**src/rtl/double_ended_stack_allocator_core_defines.svh**
```systemverilog
// Assertion macros for the double-ended stack allocator.
// Included by the RTL files that check their own logic; no other dependencies.
`ifndef DOUBLE_ENDED_STACK_ALLOCATOR_CORE_DEFINES_SVH
`define DOUBLE_ENDED_STACK_ALLOCATOR_CORE_DEFINES_SVH
`ifndef SYNTH
`define DESA_ASSERT(label, clk, rst_n, prop) \
	label: assert property (@(posedge clk) disable iff (!rst_n) (prop)) \
		else $error("allocator assertion failed");
`define DESA_ASSERT_NEVER(label, clk, rst_n, cond) \
	`DESA_ASSERT(label, clk, rst_n, !(cond))
`else
`define DESA_ASSERT(label, clk, rst_n, prop)
`define DESA_ASSERT_NEVER(label, clk, rst_n, cond)
`endif
`endif

```
**src/rtl/desa_pkg.sv**
```systemverilog
// Shared types, codes, and widths of the double-ended stack allocator.
// No dependencies.
package desa_pkg;

	localparam int OFFSET_BITS = 32;
	localparam int SUM_BITS    = ((OFFSET_BITS > 32) ? OFFSET_BITS : 32) + 2;
	localparam int ALIGN_BITS  = 4;
	localparam int AMASK_BITS  = (1 << ALIGN_BITS) - 1;

	localparam logic [OFFSET_BITS-1:0] OFS_MAX = '1;
	localparam logic [31:0] REGION_SIZE_RESET = 32'd65536;

	typedef enum logic [1:0] {
		REQ_ALLOC_BOTTOM = 2'd0,
		REQ_ALLOC_TOP    = 2'd1,
		REQ_FREE_BOTTOM  = 2'd2,
		REQ_FREE_TOP     = 2'd3
	} req_kind_t;

	typedef enum logic [1:0] {
		ST_OK       = 2'd0,
		ST_ZERO     = 2'd1,
		ST_OVERFLOW = 2'd2
	} status_t;

	typedef enum logic {
		CFG_REGION_BASE = 1'b0,
		CFG_REGION_SIZE = 1'b1
	} cfg_index_t;

	typedef struct packed {
		logic [1:0]            req_type;
		logic [31:0]           byte_count;
		logic [ALIGN_BITS-1:0] align_log2;
	} req_t;

	typedef struct packed {
		logic [1:0]  status;
		logic [63:0] address;
		logic [31:0] top_mark;
		logic [31:0] bottom_mark;
	} rsp_t;

	typedef struct packed {
		logic [OFFSET_BITS-1:0] top;
		logic [OFFSET_BITS-1:0] bottom;
	} marks_t;

	function automatic logic [OFFSET_BITS-1:0] eff_size(input logic [31:0] rs);
		logic [SUM_BITS-1:0] rs_w;
		rs_w = SUM_BITS'(rs);
		if (rs_w > SUM_BITS'(OFS_MAX)) begin
			return OFS_MAX;
		end
		return OFFSET_BITS'(rs_w);
	endfunction

	localparam logic [OFFSET_BITS-1:0] TOP_RESET = eff_size(REGION_SIZE_RESET);

endpackage

```
**src/rtl/desa_if.sv**
```systemverilog
// Request and result channel interfaces of the allocator.
// Depends on desa_pkg for the field widths.
interface desa_req_if;
	logic                            valid;
	logic                            ready;
	logic [1:0]                      req_type;
	logic [31:0]                     byte_count;
	logic [desa_pkg::ALIGN_BITS-1:0] align_log2;

	modport source (output valid, output req_type, output byte_count, output align_log2,
		input ready);
	modport sink (input valid, input req_type, input byte_count, input align_log2,
		output ready);
endinterface

interface desa_rsp_if;
	logic        valid;
	logic        ready;
	logic [1:0]  status;
	logic [63:0] address;
	logic [31:0] top_mark;
	logic [31:0] bottom_mark;

	modport source (output valid, output status, output address, output top_mark,
		output bottom_mark, input ready);
	modport sink (input valid, input status, input address, input top_mark,
		input bottom_mark, output ready);
endinterface

```
**src/rtl/desa_engine.sv**
```systemverilog
// Single-pass allocate/free evaluation: next marks and the result of one request.
// Depends on desa_pkg.
module desa_engine (
	input  desa_pkg::req_t                    req,
	input  desa_pkg::marks_t                  marks,
	input  logic [63:0]                       region_base,
	input  logic [31:0]                       region_size,
	output desa_pkg::marks_t                  marks_next,
	output desa_pkg::rsp_t                    rsp
);
	localparam int OB = desa_pkg::OFFSET_BITS;
	localparam int SB = desa_pkg::SUM_BITS;

	logic [desa_pkg::AMASK_BITS-1:0] amask;
	logic [SB-1:0] amask_w, top_w, bot_w, size_w;
	logic [SB-1:0] start_b, end_b, diff_t, start_t, room_w;
	logic [OB-1:0] total;
	logic [SB-1:0] start;
	logic          fail_b, fail_t;
	desa_pkg::status_t status;

	always_comb begin
		amask   = desa_pkg::AMASK_BITS'((16'd1 << req.align_log2) - 16'd1);
		amask_w = SB'(amask);
		top_w   = SB'(marks.top);
		bot_w   = SB'(marks.bottom);
		size_w  = SB'(req.byte_count);
		total   = desa_pkg::eff_size(region_size);

		start_b = (bot_w + amask_w) & ~amask_w;
		end_b   = start_b + size_w;
		fail_b  = end_b >= top_w;

		diff_t  = top_w - size_w;
		start_t = diff_t & ~amask_w;
		fail_t  = (size_w > top_w) || (start_t <= bot_w);

		room_w  = SB'(total) - top_w;

		marks_next = marks;
		status     = desa_pkg::ST_OK;
		start      = '0;

		case (desa_pkg::req_kind_t'(req.req_type))
			desa_pkg::REQ_ALLOC_BOTTOM: begin
				if (req.byte_count == 32'd0) begin
					status = desa_pkg::ST_ZERO;
				end else if (fail_b) begin
					status = desa_pkg::ST_OVERFLOW;
				end else begin
					start = start_b;
					marks_next.bottom = OB'(end_b);
				end
			end
			desa_pkg::REQ_ALLOC_TOP: begin
				if (req.byte_count == 32'd0) begin
					status = desa_pkg::ST_ZERO;
				end else if (fail_t) begin
					status = desa_pkg::ST_OVERFLOW;
				end else begin
					start = start_t;
					marks_next.top = OB'(start_t);
				end
			end
			desa_pkg::REQ_FREE_BOTTOM: begin
				if (size_w > bot_w) begin
					marks_next.bottom = '0;
				end else begin
					marks_next.bottom = OB'(bot_w - size_w);
				end
			end
			desa_pkg::REQ_FREE_TOP: begin
				if ((top_w >= SB'(total)) || (size_w > room_w)) begin
					marks_next.top = total;
				end else begin
					marks_next.top = OB'(top_w + size_w);
				end
			end
			default: begin
				marks_next = marks;
			end
		endcase

		rsp.status      = status;
		rsp.address     = (status == desa_pkg::ST_OK && start != '0) ||
			(status == desa_pkg::ST_OK && (req.req_type == desa_pkg::REQ_ALLOC_BOTTOM ||
			req.req_type == desa_pkg::REQ_ALLOC_TOP)) ? region_base + 64'(start) : 64'd0;
		rsp.top_mark    = 32'(marks_next.top);
		rsp.bottom_mark = 32'(marks_next.bottom);
	end

endmodule

```
**src/rtl/double_ended_stack_allocator_core.sv**
```systemverilog
// Top level of the double-ended stack allocator: handshake, registers, marks.
// Depends on desa_pkg, desa_if.sv, desa_engine.sv and the defines header.
//
// One region is allocated from both ends; each request allocates or frees at the
// bottom or the top mark and returns a status, the granted address and both marks.
// A request is taken into an input register; its result is registered in the output
// register. One request is accepted every cycle while results are taken: the mark
// update is a single add, mask and compare pass between the input register and the
// mark registers. Both stages hold while the result is not taken. Writing region_size
// resets the top mark to it and the bottom mark to zero; configuration must be written
// only while the block is idle, which the block itself does not enforce.
`include "double_ended_stack_allocator_core_defines.svh"

module double_ended_stack_allocator_core (
	input  logic               clk,
	input  logic               arst_n,
	desa_req_if.sink           req,
	desa_rsp_if.source         rsp,
	input  logic               cfg_we,
	input  desa_pkg::cfg_index_t cfg_index,
	input  logic [63:0]        cfg_data
);
	desa_pkg::req_t   req_s1;
	logic             valid_s1;
	desa_pkg::rsp_t   rsp_q;
	logic             rsp_valid_q;
	desa_pkg::marks_t marks_q;
	desa_pkg::marks_t marks_next;
	desa_pkg::rsp_t   rsp_next;
	logic [63:0]      region_base_q;
	logic [31:0]      region_size_q;
	logic             out_adv;
	logic             s1_adv;

	assign out_adv   = !rsp_valid_q || rsp.ready;
	assign s1_adv    = valid_s1 && out_adv;
	assign req.ready = !valid_s1 || out_adv;

	desa_engine u_engine (
		.req         (req_s1),
		.marks       (marks_q),
		.region_base (region_base_q),
		.region_size (region_size_q),
		.marks_next  (marks_next),
		.rsp         (rsp_next)
	);

	always_ff @(posedge clk or negedge arst_n) begin
		if (!arst_n) begin
			valid_s1 <= 1'b0;
		end else if (req.ready) begin
			valid_s1 <= req.valid;
		end
	end

	always_ff @(posedge clk) begin
		if (req.ready && req.valid) begin
			req_s1.req_type   <= req.req_type;
			req_s1.byte_count <= req.byte_count;
			req_s1.align_log2 <= req.align_log2;
		end
	end

	always_ff @(posedge clk or negedge arst_n) begin
		if (!arst_n) begin
			rsp_valid_q <= 1'b0;
		end else if (out_adv) begin
			rsp_valid_q <= valid_s1;
		end
	end

	always_ff @(posedge clk) begin
		if (s1_adv) begin
			rsp_q <= rsp_next;
		end
	end

	always_ff @(posedge clk or negedge arst_n) begin
		if (!arst_n) begin
			region_base_q  <= 64'd0;
			region_size_q  <= desa_pkg::REGION_SIZE_RESET;
			marks_q.top    <= desa_pkg::TOP_RESET;
			marks_q.bottom <= '0;
		end else if (cfg_we) begin
			case (cfg_index)
				desa_pkg::CFG_REGION_BASE: begin
					region_base_q <= cfg_data;
				end
				desa_pkg::CFG_REGION_SIZE: begin
					region_size_q  <= cfg_data[31:0];
					marks_q.top    <= desa_pkg::eff_size(cfg_data[31:0]);
					marks_q.bottom <= '0;
				end
				default: begin
					region_base_q <= region_base_q;
				end
			endcase
		end else if (s1_adv) begin
			marks_q <= marks_next;
		end
	end

	assign rsp.valid       = rsp_valid_q;
	assign rsp.status      = rsp_q.status;
	assign rsp.address     = rsp_q.address;
	assign rsp.top_mark    = rsp_q.top_mark;
	assign rsp.bottom_mark = rsp_q.bottom_mark;

	`DESA_ASSERT(a_marks_ordered, clk, arst_n, marks_q.bottom <= marks_q.top)
	`DESA_ASSERT(a_top_in_region, clk, arst_n,
		marks_q.top <= desa_pkg::eff_size(region_size_q))
	`DESA_ASSERT(a_fail_keeps_marks, clk, arst_n,
		(s1_adv && !cfg_we && rsp_next.status != desa_pkg::ST_OK) |=>
		($stable(marks_q.top) && $stable(marks_q.bottom)))
	`DESA_ASSERT(a_fail_no_address, clk, arst_n,
		(rsp_valid_q && rsp_q.status != desa_pkg::ST_OK) |-> (rsp_q.address == 64'd0))
	`DESA_ASSERT_NEVER(a_s1_not_lost, clk, arst_n,
		valid_s1 && !out_adv && req.ready)

endmodule

```
**src/flat_wrapper.sv**
```systemverilog
// flat-port wrapper written by rule: the top's interface ports become plain ports
module double_ended_stack_allocator_core_flat 
  (clk, arst_n, cfg_we, cfg_index, cfg_data, req_valid, req_req_type, req_byte_count, req_align_log2, req_ready, rsp_valid, rsp_status, rsp_address, rsp_top_mark, rsp_bottom_mark, rsp_ready);
  desa_req_if req_i ();
  desa_rsp_if rsp_i ();
  input  logic clk;
  input  logic arst_n;
  input  logic cfg_we;
  input  desa_pkg::cfg_index_t cfg_index;
  input  logic [63:0] cfg_data;
  input wire logic [$bits(req_i.valid)-1:0] req_valid;
  input wire logic [$bits(req_i.req_type)-1:0] req_req_type;
  input wire logic [$bits(req_i.byte_count)-1:0] req_byte_count;
  input wire logic [$bits(req_i.align_log2)-1:0] req_align_log2;
  output wire logic [$bits(req_i.ready)-1:0] req_ready;
  output wire logic [$bits(rsp_i.valid)-1:0] rsp_valid;
  output wire logic [$bits(rsp_i.status)-1:0] rsp_status;
  output wire logic [$bits(rsp_i.address)-1:0] rsp_address;
  output wire logic [$bits(rsp_i.top_mark)-1:0] rsp_top_mark;
  output wire logic [$bits(rsp_i.bottom_mark)-1:0] rsp_bottom_mark;
  input wire logic [$bits(rsp_i.ready)-1:0] rsp_ready;
  assign req_i.valid = req_valid;
  assign req_i.req_type = req_req_type;
  assign req_i.byte_count = req_byte_count;
  assign req_i.align_log2 = req_align_log2;
  assign req_ready = req_i.ready;
  assign rsp_valid = rsp_i.valid;
  assign rsp_status = rsp_i.status;
  assign rsp_address = rsp_i.address;
  assign rsp_top_mark = rsp_i.top_mark;
  assign rsp_bottom_mark = rsp_i.bottom_mark;
  assign rsp_i.ready = rsp_ready;
  double_ended_stack_allocator_core u_core (.clk(clk), .arst_n(arst_n), .req(req_i), .rsp(rsp_i), .cfg_we(cfg_we), .cfg_index(cfg_index), .cfg_data(cfg_data));
endmodule
```
**config.mk**
```make
export PLATFORM = sky130hd
export DESIGN_NAME = double_ended_stack_allocator_core_flat
export DESIGN_NICKNAME = d
export VERILOG_FILES = /design/src/rtl/desa_pkg.sv /design/src/rtl/desa_if.sv /design/src/rtl/desa_engine.sv /design/src/rtl/double_ended_stack_allocator_core.sv /design/src/flat_wrapper.sv
export VERILOG_INCLUDE_DIRS = /design/src /design/src/rtl
export SDC_FILE = /design/constraint.sdc
export NUM_CORES = 1
export LEC_CHECK = 0
export BUFFER_PORTS_ARGS = -buffer_cell sky130_fd_sc_hd__buf_4
export CORE_MARGIN = 5
export CORE_UTILIZATION = 45
export CTS_CLUSTER_SIZE = 16
export DETAILED_ROUTE_END_ITERATION = 8
export GPL_ROUTABILITY_DRIVEN = 0
export HOLD_SLACK_MARGIN = 0.05
export PLACE_DENSITY = 0.73
export SYNTH_ARGS = -nofsm -noshare
export SYNTH_HDL_FRONTEND = slang
export SYNTH_SLANG_ARGS = --single-unit
```
**constraint.sdc**
```tcl
create_clock -name clk -period 9.8 [get_ports clk]
set_input_delay 2.94 -clock clk [delete_from_list [all_inputs] [get_ports clk]]
set_output_delay 2.94 -clock clk [all_outputs]
set_load 0.1 [all_outputs]
```
# Word level (Yosys, flattened, before mapping)
# Cells that the tools add are included.
[word_totals] inputBits=108 out_inout_bits=132 wordCells=77 regBits=330
[classes] n_shift=1 reduce_logical=20 bitwise_logic=4 addsub=8 magnitude_cmp=6 mux=21 eq_ne=4
[op_table] cell="2-to-1 mux 32 bit" n=6
[op_table] cell="2-to-1 mux 64 bit" n=3
[op_table] cell="2-to-1 mux 34 bit" n=4
[op_table] cell="case mux 32 bit (2 select lines)" n=2
[op_table] cell="case mux 34 bit (2 select lines)" n=1
[op_table] cell="subtractor 32 x 32 -> 33 bit" n=2
[op_table] cell="adder 64 x 34 -> 64 bit" n=1
[op_table] cell="greater-than comparator 32 bit" n=2
[op_table] cell="adder 34 x 32 -> 34 bit" n=1
[op_table] cell="bitwise AND 33 x 34 -> 34 bit" n=1
[op_table] cell="bitwise AND 34 bit" n=1
[op_table] cell=">= comparator 34 x 32 -> 1 bit" n=1
[op_table] cell="greater-than comparator 32 x 34 -> 1 bit" n=1
[op_table] cell="less-or-equal comparator 34 x 32 -> 1 bit" n=1
[op_table] cell="NOT 15 -> 34 bit" n=1
[op_table] cell="nonzero test 34 bit" n=1
[op_table] cell="adder 32 x 15 -> 33 bit" n=1
[op_table] cell="adder 32 bit" n=1
[op_table] cell=">= comparator 32 bit" n=1
[op_table] cell="zero test 32 bit" n=1
[op_table] cell="subtractor 32 bit" n=1
[op_table] cell="left shift 1 x 4 -> 15 bit (first input constant)" n=1
[op_table] cell="subtractor 15 x 1 -> 15 bit (second input constant)" n=1
[op_table] cell="2-to-1 mux 2 bit" n=4
[op_table] cell="other kinds (11)" n=24

# Logic depth before layout (Yosys ltp)
# Gate-level depths: netlist of run 1.
[depth] depth_word=12 mapped_depth=55 mapped_depth_nobuf=49

# Hierarchy
# Synthesis of run 1 repeated with hierarchy kept, for this count alone.
[hier_totals] cells_unflattened=3104 hier_area_um2=28616.2
[by_module_without_submodules] module="desa_engine" n_inst=1 area_per_inst_um2=16913.7 cells_each=2474
[by_module_without_submodules] module="double_ended_stack_allocator_core" n_inst=1 area_per_inst_um2=11702.5 cells_each=630

# Worst setup path before layout of run 1
# No wires, ideal clock.
[synth_timing] path_type="flip-flop to flip-flop" startpoint="register u_core.req_s1[0] (netlist name)" endpoint="register u_core.rsp_q (netlist bit u_core.rsp.address[38]) (data pin)" period_less_slack_ns=10.159 path_stages_with_launch=54 n_path_buf=8 arrival_time_ns=9.898 setup_ns=0.261 slack_ns=-0.359 cell_sequence="edfxtp_1 -> buf_2 -> or4_1 -> clkbuf_1 -> ha_1 -> clkbuf_1 -> nor3_1 -> a21oi_1 -> o21ai_0 -> ha_1 -> nor3_1 -> nor2_1 -> a31oi_2 -> o21ai_1 -> a21o_1 -> a21oi_1 -> xnor2_1 -> ha_1 -> (+18 left out) -> buf_6 -> buf_2 -> a22o_1 -> ha_1 -> inv_1 -> fa_1 -> nor2b_1 -> o21a_1 -> o21ai_0 -> a21oi_1 -> a21o_1 -> a211o_1 -> nand4_1 -> and2_1 -> clkbuf_1 -> clkbuf_1 -> o21ai_0 -> a21oi_1"
[synth_via] elab_chain_cells=12 elab_cells_between_ends=26 cone_classes="add/sub (4); order compare (2); shift (1); mux (10); bitwise (3); reduce/logical (6)"
[synth_rtl] element="start, declared" line="double_ended_stack_allocator_core.sv:23" rtl="desa_pkg::req_t req_s1;"
[synth_rtl] element="left shift 1 x 4 -> 15 bit (*)" line="desa_engine.sv:23" rtl="amask = desa_pkg::AMASK_BITS'((16'd1 << req.align_log2) - 16'd1);"
[synth_rtl] element="subtractor 15 x 1 -> 15 bit (*)" line="desa_engine.sv:23"
[synth_rtl] element="parallel branches: the longest is 10 deep, another holds adder 64 x 34 -> 64 bit"
[synth_rtl] element="end signal, assigned" line="double_ended_stack_allocator_core.sv:74" rtl="rsp_q <= rsp_next;"
[synth_rtl] element="end, declared" line="double_ended_stack_allocator_core.sv:25" rtl="desa_pkg::rsp_t rsp_q;"
# Mark *: on every way between the ends.
# A chain may end at the register's enable or synchronous reset.

# Final worst setup path of run 1
[layout_timing] startpoint="register u_core.req_s1[2] (netlist name)" endpoint="register u_core.rsp_q (netlist bit u_core.rsp.address[54]) (data pin)"
# Same word-level chain as after synthesis.

==> reports/qor.csv, run 1 <==
stage,metric,value,unit
run_status,status,finished clean,
power_and_ir_drop,power.density,261,nW/um^2
cts,htree_levels,2,
routing,vias,28220,
floorplanning,rows,92,
floorplanning,dieArea,68500,sq um
cts,cts_hold_buf,0,
worst_setup_path,start_kind,flip-flop,
routing,drc,0,
cts,cts_buffers,39,
grt,grt_pass1_vias,26058,
run,maxCapViolCount,0,
logic_synthesis,ys_types,103,
routing,finalWirelength,105000,microns
power_and_ir_drop,ir_worst_vdd,194,uV
floorplanning,start_util,0.453,
cts,cts_sinks,330,
cts,cts_tree,yes,
floorplanning,num_io_pins,240,
routing,drt_iter0_drc,3704,
routing,wl_per_cell,23.3,microns
floorplanning,dieWidth,262,microns
grt,grt_max_degree,94,
grt,grt_pass1_wl,154000,microns
finish,final_common_cell,buf_4,
worst_setup_path,slowest_stage,or4_4,
worst_setup_path,cp-startpoint,u_core.req_s1[2],
min_path,hold_path_class,flip-flop to flip-flop,
logic_synthesis,netlist_area,28500,sq um
min_path,hold_depth,1,
sta,tns,0,ns
placement,port_buffers,239,
logic_synthesis,ys_ff_latch,330,
sta,hold_ws,0.503,ns
cts,cts_root_buf,clkbuf_16,
finish,most-common-layout-cells,"buf_4 (491), ha_1 (296), nand2_1 (254)",
grt,antenna_found_initial,6,
sta,rsz0062_at_grt,yes,
placement,place_area,32600,sq um
logic_synthesis,yosysSeqAreaShare,0.319,
finish,final_nets,4068,
finish,area_delta_synth_final,22.6,%
power_and_ir_drop,leakage,15.6,nW
logic_synthesis,syn_area_per_cell,8.84,sq um
sta,slew_violations,0,
finish,layout-drive-gt1-share,0.215,
sta,max_slew_margin,0.234,
sta,setup_viol,0,
worst_setup_path,reg2regPathDepth,45,
logic_synthesis,ys_async_sr_fraction,0.491,
sta,worst-slew-pin-transition,1.15,ns
worst_setup_path,end_kind,flip-flop,
logic_synthesis,synth_fp_nets,3648,
worst_setup_path,crit_fanout,8,
sta,min_period,9.65,ns
logic_synthesis,syn_inst,3225,
worst_setup_path,r2r-end,u_core.rsp.address[54],
cts,clk_latency,0.57,ns
routing,vias_per_cell,6.24,
finish,final_area,34900,sq um
worst_setup_path,required,10.21,ns
min_path,holdPathEnd,u_core.rsp.valid,
logic_synthesis,yosysWarnings,0,
logic_synthesis,synth-edff-count,168,
worst_setup_path,ff2ff_setup_slack,0.15,ns
grt,overflow,0,
routing,first_pass_iters,8,
worst_setup_path,slowest_delay,0.58,ns
sta,skew,0.0143,ns
grt,grt_usage,0.291,
placement,dp_hpwl,82600,microns
worst_setup_path,cp.arrival,10.07,ns
sta,final-hold-violation-count,0,
cts,cts_buffer_depth,3,
sta,max_freq,104,MHz
finish,fillers,5606,
sta,fin_crit_sh,0.985,
worst_setup_path,worst-setup-path-type,flip-flop to flip-flop,
logic_synthesis,synthFlopType,edfxtp_1,
min_path,min_from,u_core.valid_s1,
cts,clkTransAtPathRegs,0.06,ns
floorplanning,core,62900,sq um
floorplanning,die_y,262,microns
routing,drtAntennaViolNets,0,
worst_setup_path,r2r-start,u_core.req_s1[2],
[layout make-up]
type	count	area, sq um	area share
antenna	4	10.0	0.000286
clock buffer	54	1090	0.0313
clock inverter	17	304	0.00870
inverter	208	788	0.0226
multi-input combinational	2565	18800	0.537
sequential	330	9100	0.260
tap	846	1060	0.0303
timing repair buffer	501	3820	0.109
[how the worst max path moves through the flow]
stage,cells past startpoint,end,slack [ns]
final,45,u_core.rsp.address[54],0.15
after global routing,50,u_core.rsp.address[54],-0.26
after CTS,46,u_core.rsp.address[36],0.007
after detailed placement,47,u_core.rsp.address[35],-0.35
after global placement,46,u_core.rsp.address[58],-0.03
after floorplan,50,u_core.rsp.address[38],0.04
[layer usage]
metal  routed length (microns)  vias to the layer above  global-route usage
met1                     41400                    13272               0.399
met4                      4880                        2               0.108
met2                     44700                     1802               0.440
li1                          -                    12850                   -
met5                        20                        -                   0
met3                     14400                      294              0.0807
[logic make-up after synthesis]
kind of cell    count (synthesis)  synth area share
compound gates               1034             0.247
xor+xnor                      198            0.0608
fa+ha+maj                     315             0.140
buf+inv                       330            0.0456
flops                         330             0.319
mux                            69            0.0268
simple gates                  949             0.160
[through the flow]
stage               cells  total power (W)  setup slack [ns]  utilization
finish               4525          0.00912             0.147        0.556
global route         4521          0.00959            -0.259        0.556
CTS                  4494          0.00882           0.00739        0.543
detailed placement   4418          0.00715            -0.353        0.519
global placement     4418          0.00708           -0.0324        0.519
floorplan            3225          0.00559            0.0389            -
[power breakdown]
part	switching [W]	internal, W	total, W
sequential	0.000236	0.00174	0.00198
clock	0.000618	0.000997	0.00162
combinational	0.00352	0.00201	0.00553
[critical path: cells and delay by family, from the launching register on]
| family | cells | cell delay, ns |
|---|---|---|
| AO/OA/AOI/OAI | 17 | 2.93 |
| XOR/XNOR | 2 | 0.46 |
| adder cells (fa/ha/maj) | 6 | 1.73 |
| buffers and inverters | 3 | 0.31 |
| flip-flops | 1 | 0.40 |
| AND/OR/NAND/NOR | 17 | 3.63 |
[synth_stat cells, drive strengths merged, types with 21 or more instances]
library cell / n / area [sq um]
a221oi: 26 / 264
o211ai: 40 / 305
inv: 206 / 773
buf: 35 / 190
nand2b: 41 / 257
or3: 22 / 138
edfxtp: 168 / 5040
mux2: 59 / 664
o21ai: 195 / 976
clkbuf: 87 / 329
nor2b: 35 / 219
nand2: 261 / 990
o22ai: 25 / 156
dfrtp: 160 / 4000
nand3: 75 / 388
ha: 308 / 3850
and3: 24 / 150
a21o: 117 / 878
nor3: 83 / 415
and2: 21 / 131
a31oi: 27 / 190
nor2: 258 / 986
xnor2: 143 / 1250
o21bai: 30 / 229
nand4: 51 / 319
o21a: 42 / 315
o31ai: 21 / 158
nor4: 23 / 165
a211oi: 45 / 350
a22o: 23 / 201
xor2: 55 / 482
a21oi: 263 / 1320
[flip-flops by register name, summed over array words and instances, names as in the netlist]
name and cells:
u_core.rsp.bottom_mark 32, u_core.rsp.address 64, u_core.region_size_q 32, u_core.rsp.top_mark 32, u_core.marks_q 64, u_core.req_s1 38, u_core.rsp.valid 1, u_core.region_base_q 64
u_core.valid_s1 1, u_core.rsp.status 2
[repair_timing]
| action | 4_1_cts | 5_1_grt |
|---|---|---|
| endpoints found under the setup margin | 39 | 51 |
| buffers inserted | 5 | 26 |
| gates resized for setup | 17 | 138 |
| pin swaps | 7 | 90 |
| cloned | 0 | 1 |
No activity file was read; power rests on OpenSTA's default activity.
==> run 2, diff against run 1 <==
Settings changed: REMOVE_ABC_BUFFERS from default to 1.
==> run 2 against run 1 <==
Clock skew rose by 0.021 ns. Sequential power about the same. Total power down 1.6%. Routed wire length is 0.24% lower. Hold slack got worse by 0.0062 ns.
==> reports/qor.csv, run 2 (synthesis gave the netlist of run 1 again) <==
stage,metric,value,unit,change
finish,instances_no_fill,4505,,-0.44%
cts,cts_root_buf,clkbuf_16,,
cts,cts_sinks,330,,unchanged
cts,clk_latency,0.59,ns,+0.02 ns
floorplanning,num_io_pins,240,,unchanged
routing,drtAntennaViolNets,0,,unchanged
routing,first_pass_iters,6,,-2
sta,rsz0062_at_grt,yes,,
worst_setup_path,start_kind,flip-flop,,
grt,grt_pass1_wl,155000,microns,+0.82%
power_and_ir_drop,swShare,0.486,,+0.00672
sta,tns,0,ns,unchanged
sta,setup_viol,0,,unchanged
worst_setup_path,worst-setup-path-type,flip-flop to flip-flop,,
finish,final_nets,4049,,-0.47%
min_path,hold_path_class,flip-flop to flip-flop,,
placement,dp_cells,4415,,-0.068%
cts,clkTransAtPathRegs,0.06,ns,about the same
sta,hold_ws,0.497,ns,-0.00616 ns
floorplanning,start_util,0.453,,unchanged
routing,vias,28098,,-0.43%
sta,skew,0.0353,ns,+0.0210 ns
power_and_ir_drop,pwr-share-comb,0.610,,+0.004
routing,wl_per_cell,23.4,microns,+0.20%
cts,htree_levels,2,,unchanged
cts,cts_tree,yes,,
worst_setup_path,required,10.24,ns,+0.03 ns
floorplanning,core,62900,sq um,unchanged
sta,slew_violations,0,,unchanged
cts,cts_buffer_depth,3,,unchanged
power_and_ir_drop,p_sw,0.00436,W,-0.22%
run,maxCapViolCount,0,,unchanged
finish,final_common_cell,buf_4,,
grt,grt_max_degree,77,,-18%
worst_setup_path,end_kind,flip-flop,,
sta,fin_ws,0.185,ns,+0.0383 ns
floorplanning,dieWidth,262,microns,unchanged
finish,area_delta_synth_final,21.1,%,
placement,dp_hpwl,81800,microns,-0.98%
grt,grt_usage,0.293,,+0.00265
finish,most-common-layout-cells,"buf_4 (474), ha_1 (297), nand2_1 (255)",,
worst_setup_path,slowest_stage,or4_4,,
floorplanning,die_y,262,microns,unchanged
routing,drt_iter0_drc,3306,,-11%
worst_setup_path,crit_path_frequent_cell,a21oi_2,,
cts,cts_buffers,41,,+5.1%
sta,min_period,9.61,ns,-0.0383 ns
routing,finalWirelength,105000,microns,-0.24%
worst_setup_path,slowest_delay,0.59,ns,about the same
power_and_ir_drop,power_frac_seq,0.221,,+0.004
sta,worst-slew-pin-transition,1.19,ns,+0.0399 ns
worst_setup_path,cp.arrival,10.06,ns,about the same
floorplanning,dieArea,68500,sq um,unchanged
sta,fin_crit_sh,0.981,,-0.00391
placement,place_area,32600,sq um,about the same
power_and_ir_drop,ir_worst_vdd,150,uV,-23%
placement,dp_slack,-0.433,ns,-0.0803 ns
cts,cts_hold_buf,0,,unchanged
grt,antenna_found_initial,1,,-5
floorplanning,rows,92,,unchanged
sta,max_freq,104,MHz,+0.40%
grt,grt_pass1_vias,26598,,+2.1%
power_and_ir_drop,clkPwrFrac,0.169,,-0.008
worst_setup_path,ff2ff_setup_slack,0.19,ns,+0.04 ns
worst_setup_path,crit_fanout,8,,unchanged
sta,max_slew_margin,0.207,,-0.0275
power_and_ir_drop,internal_power,0.00461,W,-2.9%
finish,final_area,34500,sq um,-1.2%
run_status,status,finished clean,,
power_and_ir_drop,leakage,15.4,nW,-1.2%
routing,vias_per_cell,6.24,,about the same
power_and_ir_drop,power.density,260,nW/um^2,-0.41%
finish,layout-drive-gt1-share,0.202,,-0.0129
grt,overflow,0,,unchanged
placement,port_buffers,239,,unchanged
routing,drc,0,,unchanged
sta,final-hold-violation-count,0,,unchanged
-- run 2: cell types whose count changed in the layout (fill, tap and decap cells not counted), sizes merged --
cell | previous run | this run
clkinvlp | 2 | 4
buf | 501 | 480
clkinv | 7 | 16
diode | 4 | 1
bufinv | 8 | 2
inv | 208 | 207
-- run 2: final timing paths --
path	from	endpoint	cells after the start
setup / recovery	u_core.req_s1[3]	u_core.rsp.address[54]	43
hold / removal	u_core.valid_s1	u_core.rsp.valid	1
setup reg to reg	u_core.req_s1[3]	u_core.rsp.address[54]	43
hold reg to reg	u_core.valid_s1	u_core.rsp.valid	1
max in group asynchronous	arst_n	u_core.region_size_q[4]	2
min in group asynchronous	arst_n	u_core.marks_q[35]	1
-- run 2: per-layer routing --
layer / up-vias / wire (microns) / track usage / part of all wire
met5: - / 13 / 0 / 0.00012
met4: 2 / 5430 / 0.128 / 0.052
met3: 304 / 12600 / 0.0684 / 0.12
met2: 1679 / 45800 / 0.456 / 0.44
met1: 13286 / 41400 / 0.393 / 0.39
li1: 12827 / - / - / -
-- run 2: area by class of cell --
cell class | instances | area, sq um
clock buffer | 54 | 1150
timing repair buffer | 480 | 3640
antenna | 1 | 2.50
inverter | 208 | 788
multi-input combinational | 2565 | 18600
fill | 5653 | 28300
clock inverter | 21 | 195
tap | 846 | 1060
sequential | 330 | 9100
-- run 2: timing repair --
| action | CTS | global route |
|---|---|---|
| setup endpoints to repair | 39 | 53 |
| setup buffers | 0 | 13 |
| pin swaps | 3 | 50 |
| gates resized for setup | 12 | 102 |
| gates cloned | 0 | 1 |
-- run 2: critical path: cells and delay by family (launching register included) --
family	cells	cell delay (ns)
flip-flops	1	0.39
adder cells (fa/ha/maj)	6	1.61
AND/OR/NAND/NOR	14	3.47
XOR/XNOR	3	0.59
AO/OA/AOI/OAI	17	3.11
buffers and inverters	3	0.29
-- run 2: stage by stage --
step | total power [W] | util
floorplan | 0.00554 | -
global route | 0.00946 | 0.549
CTS | 0.00876 | 0.541
finish | 0.00897 | 0.549
global placement | 0.00712 | 0.519
detailed placement | 0.00719 | 0.519
-- run 2: power groups by stage --
stage          sequential, W  combinational (W)  clock (W)
3_3_place_gp         0.00199            0.00514          0
5_1_grt              0.00200            0.00585    0.00161
2_1_floorplan        0.00260            0.00293          0
3_5_place_dp         0.00199            0.00520          0
4_1_cts              0.00197            0.00525    0.00155
6_report             0.00198            0.00547    0.00152
